==> src/rtl/lcht_pkg.sv <==
// Package for the LRU cache hit tracker: sizes, register codes and the
// struct types passed between the configuration block, the cells and the top.
// No dependencies.
`timescale 1ns / 1ps

package lcht_pkg;

  localparam int MAX_ENTRIES = 256;
  localparam int ADDR_W      = 64;
  localparam int IDX_W       = $clog2(MAX_ENTRIES);
  localparam int CNT_W       = $clog2(MAX_ENTRIES + 1);
  localparam int LS_W        = 4;
  localparam int ACT_W       = 9;
  localparam int LIM_W       = (CNT_W > ACT_W) ? CNT_W : ACT_W;
  localparam int PADDR_W     = 3;
  localparam int PDATA_W     = 32;

  localparam logic [LS_W-1:0]  LS_MAX    = 4'd12;
  localparam logic [LS_W-1:0]  LS_RESET  = 4'd6;
  localparam logic [ACT_W-1:0] ACT_RESET = 9'd256;

  // Register index, taken from paddr[2]
  typedef enum logic [0:0] {
    REG_LINE_SIZE = 1'b0,
    REG_ACTIVE    = 1'b1
  } reg_idx_e;

  // Settings seen by the datapath
  typedef struct packed {
    logic [ADDR_W-1:0] line_mask;
    logic [LIM_W-1:0]  limit;
  } cfg_t;

  // One access travelling down the chain
  typedef struct packed {
    logic              vld;
    logic              act;    // carry still looking for a home
    logic              found;
    logic [ADDR_W-1:0] key;
    logic [ADDR_W-1:0] carry;
  } wave_t;

endpackage

==> src/rtl/lcht_cfg.sv <==
// APB register block: line size and active entry count, decoded into the
// line mask and the fill limit used by the cell chain. Depends on lcht_pkg.
`timescale 1ns / 1ps

module lcht_cfg (
  input  logic                          clk_i,
  input  logic                          rst_ni,
  input  logic                          psel,
  input  logic                          penable,
  input  logic                          pwrite,
  input  logic [lcht_pkg::PADDR_W-1:0]  paddr,
  input  logic [lcht_pkg::PDATA_W-1:0]  pwdata,
  output logic [lcht_pkg::PDATA_W-1:0]  prdata,
  output logic                          pready,
  output lcht_pkg::cfg_t                cfg_o
);

  logic [lcht_pkg::LS_W-1:0]  line_size_q, line_size_d;
  logic [lcht_pkg::ACT_W-1:0] active_q, active_d;
  lcht_pkg::reg_idx_e         reg_idx;
  logic                       wr_en;
  logic [lcht_pkg::LS_W-1:0]  ls_clamped;

  assign pready  = 1'b1;
  assign reg_idx = lcht_pkg::reg_idx_e'(paddr[2]);
  assign wr_en   = psel && penable && pwrite;

  always_comb begin
    line_size_d = line_size_q;
    active_d    = active_q;
    prdata      = '0;
    unique case (reg_idx)
      lcht_pkg::REG_LINE_SIZE: begin
        prdata = lcht_pkg::PDATA_W'(line_size_q);
        if (wr_en) begin
          line_size_d = pwdata[lcht_pkg::LS_W-1:0];
        end
      end
      lcht_pkg::REG_ACTIVE: begin
        prdata = lcht_pkg::PDATA_W'(active_q);
        if (wr_en) begin
          active_d = pwdata[lcht_pkg::ACT_W-1:0];
        end
      end
      default: prdata = '0;
    endcase
  end

  always_ff @(posedge clk_i or negedge rst_ni) begin
    if (!rst_ni) begin
      line_size_q <= lcht_pkg::LS_RESET;
      active_q    <= lcht_pkg::ACT_RESET;
    end else begin
      line_size_q <= line_size_d;
      active_q    <= active_d;
    end
  end

  // Line sizes above the maximum act as the maximum; zero entries act as one
  assign ls_clamped = (line_size_q > lcht_pkg::LS_MAX) ? lcht_pkg::LS_MAX : line_size_q;

  always_comb begin
    cfg_o.line_mask = ~((lcht_pkg::ADDR_W'(1) << ls_clamped) - lcht_pkg::ADDR_W'(1));
    cfg_o.limit     = (active_q == '0) ? lcht_pkg::LIM_W'(1) : lcht_pkg::LIM_W'(active_q);
  end

endmodule

==> config.mk <==
export PLATFORM = sky130hd
export DESIGN_NAME = lcht_cfg
export DESIGN_NICKNAME = d
export VERILOG_FILES = /design/src/rtl/lcht_pkg.sv /design/src/rtl/lcht_cfg.sv
export SDC_FILE = /design/constraint.sdc
export NUM_CORES = 1
export LEC_CHECK = 0
export BUFFER_PORTS_ARGS = -buffer_cell sky130_fd_sc_hd__buf_2
export CAP_MARGIN = 20
export CORE_UTILIZATION = 36
export DETAILED_ROUTE_END_ITERATION = 8
export PLACE_DENSITY = 0.85
export SLEW_MARGIN = 20
export SYNTH_ARGS = -nofsm -noshare
export SYNTH_HDL_FRONTEND = slang
export SYNTH_SLANG_ARGS = --single-unit
export TNS_END_PERCENT = 20
==> constraint.sdc <==
create_clock -name clk_i -period 2.7 [get_ports clk_i]
set_input_delay 0.81 -clock clk_i [delete_from_list [all_inputs] [get_ports clk_i]]
set_output_delay 0.81 -clock clk_i [all_outputs]
set_load 0.01 [all_outputs]
==> qor.yml <==
io_pins: 146
dr_total_vias: 993
syn_to_final_growth_pct: 7.44
preCtsSetupSlack_ns: 0.291
setup_viol: 0
dp_hpwl_um: 2010
initial_core_util: 0.379
regToRegSetupSlack_ns: 1.73
ir_worst_vdd_uv: 402
holdWs_ns: 0.444
dr_wl_met3_um: 247
yosysWarnings: 0
final_common_cell: "buf_2"
grt_pass1_vias: 741
max_stage_delay_ns: 0.38
die_x_um: 64.3
wl_met1_um: 921
arrival_ns: 1.75
r2r-start: "line_size_q[2]"
drt_iter0_markers: 1
slowest_stage: "dfstp_2"
finalNetCount: 250
insertion_delay_ns: 0.24
syn_avg_cell_area_um2: 8.73
ys_seq_area_frac: 0.236
start_kind: "flip-flop"
vias_per_cell: 3.91
p_leak_nw: 0.825
dieArea_mm2: 0.00413
clk_path_buf_depth: 2
fin_crit_ns: 2.56
clk_pin_slew_ns: 0.05
maxCapViolCount: 0
rsz0062_at_grt: "no"
ys_ff_latch: 13
drtPass1Iterations: 2
post_drt_wl_per_cell_um: 9.55
setup_tns_ns: 0
most-common-layout-cells: "buf_2, conb_1, mux2_2, nand2_1, dfrtp_1"
finClkSkew_ns: 0
required_ns: 1.89
core_region_area_mm2: 0.00369
netlist_area_mm2: 0.00140
p_per_area_mw_per_mm2: 675
top_layer_used: "met4"
num_rows: 22
status: "complete, no violations"
holdCritPathClass: "input pin to async pin"
grt_max_degree: 15
drive_above_1_share: 0.461
die_h_um: 64.3
crit_end: "cfg_o[19]"
fillCellCount: 406
criticalPathCategory: "flip-flop to output pin"
timing.critical_path.from: "line_size_q[2]"
cp_max_fo: 4
grt_pass1_wl_um: 3380
gp_congestion: 0.657
synth_cell_type_count: 29
ctsHoldBuffers: 0
port_buffers: 61
antenna_found_initial: 0
layout_setup_ws_ns: 0.141
overflow: 0
numCtsBuffers: 3
path_cells: "nor3_4 > nand2b_1 > ha_2 > and4bb_2 > a21oi_1 > o22a_1 > buf_2"
timing.rr.end: "line_size_q[2]"
clkSinkCount: 13
cts_tree: "built"
wl_um: 2430
ff2ff_path_depth: 2
h-tree-depth: 1
synthCells: 160
fmax_mhz: 391
slew_viol_final: 0
wl_met2_um: 1210
cts_root_buf: "clkbuf_8"
finalCritPeriodShare: 0.948
grt_usage: 0.108
seqCellArea_um2: 329
cp-end-kind: "output pin"
drcViolationCount: 0
finalHoldViolCount: 0
multi_input_area_um2: 689
drt.antenna.violating_nets: 0
n_antenna_cell: 0
## flip-flops by register name (all words and copies together) (netlist names)
register / count
line_size_q: 4
active_q: 9
## kinds of logic after synthesis
family | count (synthesis) | synth area share
compound gates | 12 | 0.0556
mux | 16 | 0.129
xor+xnor | 1 | 0.00627
flops | 13 | 0.236
other cells | 2 | 0.00538
buf+inv | 86 | 0.420
fa+ha+maj | 3 | 0.0269
simple gates | 27 | 0.121
## how the worst min path moves through the flow
stage / slack [ns] / endpoint / startpoint / cells past startpoint
floorplan: 0.50 / active_q[0] / active_q[0] / 1
finish: 0.44 / active_q[4] / rst_ni / 1
global placement: 0.52 / active_q[0] / active_q[0] / 1
global route: 0.46 / active_q[4] / rst_ni / 1
detailed placement: 0.54 / active_q[0] / active_q[0] / 1
CTS: 0.45 / active_q[3] / rst_ni / 1
## Yosys cell counts
cell	n	area, um2
xnor2_1	1	8.76
o21ai_1	1	5.00
nand2_1	10	37.5
nor4_1	2	12.5
mux2_2	16	180
inv_1	5	18.8
and4bb_2	1	12.5
nand4_2	1	12.5
o21ai_0	2	10.0
o22a_1	1	8.76
ha_1	3	37.5
clkbuf_1	8	30.0
nor4b_2	1	15.0
nand2b_1	1	6.26
dfstp_2	3	78.8
o31ai_1	1	7.51
a32oi_1	1	8.76
buf_2	4	20.0
nor2_1	3	11.3
a21oi_1	3	15.0
and2_1	5	31.3
nand4b_1	1	8.76
buf_4	69	518
o21a_1	1	7.51
a21o_1	2	15.0
dfrtp_1	10	250
nor3_4	1	16.3
nor3_1	1	5.00
conb_1	2	7.51
## worst max-delay path, delay by kind of cell, from the launching register on
| kind | cells | cell delay [ns] |
|---|---|---|
| compound gates | 2 | 0.21 |
| fa+ha+maj | 1 | 0.21 |
| buf+inv | 1 | 0.13 |
| flops | 1 | 0.38 |
| simple gates | 3 | 0.58 |
## power breakdown
group          switching (W)  internal [W]  leakage, nW  total (W)
registers          0.0000419      0.000246        0.152   0.000288
clock network      0.0000634      0.000104       0.0228   0.000167
logic               0.000310      0.000247        0.651   0.000558
total               0.000416      0.000597        0.825    0.00101
## layout make-up
type	instances	share of cell area
multi-input cells	116	0.460
repair buffers	68	0.239
flip-flops and latches	13	0.219
well taps	48	0.0400
clock buffers	4	0.0300
inverters	5	0.0125
## repair_timing
item                       in CTS  in global routing
gates resized for setup         0                  1
buffers inserted                0                  1
setup endpoints to repair       0                  2
## through the flow
stage	util	instances	cell area, um2	total power [W]
floorplan	-	215	1600	0.000747
global placement	0.392	249	1450	0.000840
detailed placement	0.392	249	1450	0.000852
CTS	0.404	253	1490	0.00102
global route	0.407	254	1500	0.00109
finish	0.407	254	1500	0.00101
## layer usage
metal / GRT usage / vias to the layer above
li1: - / 479
met1: 0.118 / 438
met2: 0.192 / 72
met3: 0.0232 / 4
met4: 0.0611 / 0
met5: 0 / -
Note: power is estimated with default switching activity, not from simulation.
