File: config.mk
export PLATFORM = sky130hd
export DESIGN_NAME = lcht_cell
export DESIGN_NICKNAME = d
export VERILOG_FILES = /design/src/rtl/lcht_pkg.sv /design/src/rtl/lcht_cell.sv
export SDC_FILE = /design/constraint.sdc
export NUM_CORES = 1
export LEC_CHECK = 0
export BUFFER_PORTS_ARGS = -buffer_cell sky130_fd_sc_hd__clkbuf_2
export CAP_MARGIN = 20
export CORE_ASPECT_RATIO = 0.8
export CORE_MARGIN = 10
export CORE_UTILIZATION = 28
export DETAILED_ROUTE_END_ITERATION = 10
export GPL_TIMING_DRIVEN = 0
export SYNTH_ARGS = -nofsm -noshare
export SYNTH_HDL_FRONTEND = slang
export SYNTH_SLANG_ARGS = --single-unit
File: constraint.sdc
create_clock -name clk_i -period 4.9 [get_ports clk_i]
set_input_delay 0 -clock clk_i [delete_from_list [all_inputs] [get_ports clk_i]]
set_output_delay 0 -clock clk_i [all_outputs]
set_load 0.02 [all_outputs]
File: src/rtl/lcht_pkg.sv
// Package for the LRU cache hit tracker: sizes, register codes and the
// struct types passed between the configuration block, the cells and the top.
// No dependencies.
`timescale 1ns / 1ps

package lcht_pkg;

  localparam int MAX_ENTRIES = 256;
  localparam int ADDR_W      = 64;
  localparam int IDX_W       = $clog2(MAX_ENTRIES);
  localparam int CNT_W       = $clog2(MAX_ENTRIES + 1);
  localparam int LS_W        = 4;
  localparam int ACT_W       = 9;
  localparam int LIM_W       = (CNT_W > ACT_W) ? CNT_W : ACT_W;
  localparam int PADDR_W     = 3;
  localparam int PDATA_W     = 32;

  localparam logic [LS_W-1:0]  LS_MAX    = 4'd12;
  localparam logic [LS_W-1:0]  LS_RESET  = 4'd6;
  localparam logic [ACT_W-1:0] ACT_RESET = 9'd256;

  // Register index, taken from paddr[2]
  typedef enum logic [0:0] {
    REG_LINE_SIZE = 1'b0,
    REG_ACTIVE    = 1'b1
  } reg_idx_e;

  // Settings seen by the datapath
  typedef struct packed {
    logic [ADDR_W-1:0] line_mask;
    logic [LIM_W-1:0]  limit;
  } cfg_t;

  // One access travelling down the chain
  typedef struct packed {
    logic              vld;
    logic              act;    // carry still looking for a home
    logic              found;
    logic [ADDR_W-1:0] key;
    logic [ADDR_W-1:0] carry;
  } wave_t;

endpackage

File: src/rtl/lcht_cell.sv
// One recency slot of the LRU stack: holds a line tag, compares it with the
// passing access and swaps in the carried tag. Depends on lcht_pkg.
`timescale 1ns / 1ps

module lcht_cell (
  input  logic                        clk_i,
  input  logic                        rst_ni,
  input  logic                        adv_i,
  input  logic [lcht_pkg::IDX_W-1:0]  cell_idx_i,
  input  logic [lcht_pkg::LIM_W-1:0]  limit_i,
  input  lcht_pkg::wave_t             wave_i,
  output lcht_pkg::wave_t             wave_o,
  output logic                        valid_o
);

  logic [lcht_pkg::ADDR_W-1:0] tag_q, tag_d;
  logic                        valid_q, valid_d;
  lcht_pkg::wave_t             wave_q, wave_d;
  logic                        wave_vld_q;

  always_comb begin
    wave_d  = wave_i;
    tag_d   = tag_q;
    valid_d = valid_q;
    if (wave_i.vld && wave_i.act) begin
      if (valid_q) begin
        tag_d = wave_i.carry;
        if (tag_q == wave_i.key) begin
          // hit: the matching line is overwritten by the carry, stop here
          wave_d.act   = 1'b0;
          wave_d.found = 1'b1;
        end else begin
          wave_d.carry = tag_q;
        end
      end else begin
        // first empty slot: fill if under the limit, else drop the oldest line
        wave_d.act = 1'b0;
        if (lcht_pkg::LIM_W'(cell_idx_i) < limit_i) begin
          tag_d   = wave_i.carry;
          valid_d = 1'b1;
        end
      end
    end
  end

  always_ff @(posedge clk_i or negedge rst_ni) begin
    if (!rst_ni) begin
      valid_q    <= 1'b0;
      wave_vld_q <= 1'b0;
    end else if (adv_i) begin
      valid_q    <= valid_d;
      wave_vld_q <= wave_d.vld;
    end
  end

  always_ff @(posedge clk_i) begin
    if (adv_i) begin
      tag_q  <= tag_d;
      wave_q <= wave_d;
    end
  end

  always_comb begin
    wave_o     = wave_q;
    wave_o.vld = wave_vld_q;
  end

  assign valid_o = valid_q;

endmodule

==> results.sh <==
export IMPL_fin_skew_ns=0.0116
export IMPL_cts_tree="built"
export IMPL_fmax_ghz=0.369
export IMPL_design_core_area_um2=27400
export IMPL_totalPowerFinal_uw=4120
export IMPL_critPathMaxStageDelay_ns=0.59
export IMPL_grt_max_degree=96
export IMPL_synthAdderAreaFrac_pct=1.11
export IMPL_clockBufferDepth=2
export IMPL_start_kind="flip-flop"
export IMPL_seq_area_frac_synth_pct=74.7
export IMPL_routedWlPerCell_um=19.5
export IMPL_status="finished, final reports clean"
export IMPL_yosys_area_top_type="edfxtp_1"
export IMPL_stdcell_count=1205
export IMPL_synthXorXnorAreaFrac_pct=7.13
export IMPL_hold_viol_final=0
export IMPL_synthesis_area_um2=7860
export IMPL_ys_top_cells_by_area="edfxtp_1 (74%), mux2_4 (9.4%), xnor2_1 (7.1%), mux2_2 (2.3%), buf_12 (1.5%)"
export IMPL_cts_resized_gates=0
export IMPL_track_usage_pct=13.2
export IMPL_dieHeight_um=170
export IMPL_fp_dieW_um=207
export IMPL_worstPathMaxFanout=10
export IMPL_syn_nets=546
export IMPL_worstPathBufferInverterCount=2
export IMPL_hold_ws_ns=0.0363
export IMPL_cts_root_buf="clkbuf_16"
export IMPL_synth_cells=388
export IMPL_setup_viol=0
export IMPL_clock_latency_ns=0.43
export IMPL_postCtsSetupBuffers=0
export IMPL_drt_pass1_iterations=4
export IMPL_row_count=54
export IMPL_synth_top_family_by_area="multiplexers"
export IMPL_gp_congestion=0.710
export IMPL_path_class="reg -> reg"
export IMPL_layout_commonest_cell="clkbuf_2"
export IMPL_peakVddDrop_mv=0.232
export IMPL_overflow=0
export IMPL_tightest_slew_ns=0.600
export IMPL_grt_antenna_before_repair=0
export IMPL_critPathRequiredTime_ns=5.08
export IMPL_cp_end_kind="flip-flop"
export IMPL_crit_family="simple AND/OR/NAND/NOR gates"
export IMPL_fin_crit_sh_pct=55.3
export IMPL_clkTransAtPathRegs_ns=0.08
export IMPL_antenna_left=0
export IMPL_p_per_area_nw_per_um2=351
export IMPL_drive_gt1_share_pct=46.9
export IMPL_drt_initial_drc_count=181
export IMPL_ios=283
export IMPL_drc_errors=0
export IMPL_dp_cells=1038
export IMPL_yosysTopAreaCellShare_pct=74.1
export IMPL_portBuffers=282
export IMPL_leakage_uw=0.00472
export IMPL_slew_limit_headroom_pct=59.6
export IMPL_grt_pass1_wl_mm=35.8
export IMPL_synth_cell_types=22
export IMPL_cp_arrival_ns=2.89
export IMPL_hp_class="in -> reg"
export IMPL_numCtsBuffers=17
export IMPL_synthSimpleGateAreaFrac_pct=2.20
export IMPL_die_area_um2=35200
export IMPL_cpMaxStageDelayCell="nor4_1"
export IMPL_synth_avg_cell_area_um2=20.3
export IMPL_yosysWarningCount=0
export IMPL_cts_htree_levels=4
export IMPL_area_growth_pct=49.5
export IMPL_cts_hold_buf=134
export IMPL_synth_compound_area_share_pct=1.00
export IMPL_final_cell_mix="clkbuf_2 (281), edfxtp_1 (194), dlygate4sd3_1 (134), xnor2_1 (64), mux2_4 (49)"
export IMPL_start_util_pct=28.7
export IMPL_synth_mux_area_share_pct=11.7
export IMPL_synth_seq_cells=196
export IMPL_first_global_vias=5753
export IMPL_period_needed_ns=2.71
export IMPL_routed_wl_mm=23.5
export IMPL_nets=985
export IMPL_vias=4993
export IMPL_rsz0062_at_grt="false"
export IMPL_cts_sinks=196
export IMPL_drv_cap=0
export IMPL_dpl_hpwl_mm=17.0
export IMPL_vias_per_cell=4.14
export IMPL_maxSlewViolCount=0
export IMPL_path_cells="xnor2_1, nand4_1, nor4_1, nand4_1, nor2b_4, buf_12, buf_12, mux2_4"
export IMPL_nFillCells=2516
==> cell usage after synthesis (all sizes together) <==
cell and number:
nand4 17, nand3 3, o211ai 1, ha 7, nor2b 1, o21bai 1
dfrtp 2, a211oi 1, edfxtp 194, buf 8, a21o 4, xnor2 64
inv 10, mux2 65, a31oi 1, nand2b 1, a21oi 4, nor4 4
==> final timing paths <==
kind	slack, ns	to	cells past startpoint	from
max	2.19	wave_o[24]$_DFFE_PP_	8	tag_q[28]$_DFFE_PP_
min	0.04	wave_o[37]$_DFFE_PP_	1	adv_i
max reg2reg	2.19	wave_o[24]$_DFFE_PP_	8	tag_q[28]$_DFFE_PP_
min reg2reg	0.54	wave_vld_q$_DFFE_PN0P_	1	wave_vld_q$_DFFE_PN0P_
max in group asynchronous	4.32	wave_vld_q$_DFFE_PN0P_	3	rst_ni
min in group asynchronous	0.44	valid_o$_DFFE_PN0P_	3	rst_ni
==> state kept, by name, indices dropped and copies added (netlist names) <==
name	count
tag_q	64
valid_o	1
wave_o	130
wave_vld_q	1
==> stage by stage <==
stage               TNS [ns]  setup WS [ns]  cell area [µm²]  util (%)
CTS                        0           2.03            11800      42.8
floorplan                  0          0.455             7860         -
finish                     0           2.19            11800      42.9
global placement     -255.06          -4.00             9730      35.5
global route               0           1.94            11800      42.8
detailed placement         0           2.04             9840      35.9
==> cell families after synthesis <==
family          Yosys count
flops                   196
mux                      65
xor+xnor                 64
simple gates             26
buf+inv                  18
compound gates           12
fa+ha+maj                 7
==> report_power, final <==
group	internal (µW)	switching, µW	total [µW]
Clock	677	702	1380
Combinational	350	374	724
Sequential	1980	41.9	2020
==> final cells by class <==
class | instances | area (µm²) | share of cell area, %
multi-input cells | 174 | 1830 | 15.5
well taps | 364 | 455 | 3.87
clock inverters | 15 | 143 | 1.21
clock buffers | 17 | 425 | 3.62
inverters | 10 | 37.5 | 0.319
plain buffers | 8 | 133 | 1.13
repair buffers | 420 | 2860 | 24.3
diodes | 1 | 2.50 | 0.0213
flip-flops and latches | 196 | 5880 | 50.0
==> layer usage <==
metal	part of all wire, %	routed length [µm]	vias to the layer above	track usage, %
met4	0.71	167	0	2.79
met2	49	11400	182	21.9
met1	44	10300	2418	16.3
met3	6.8	1600	10	4.88
met5	0	0	-	0
li1	-	-	2383	-
Note: power is estimated with default switching activity, not from simulation.
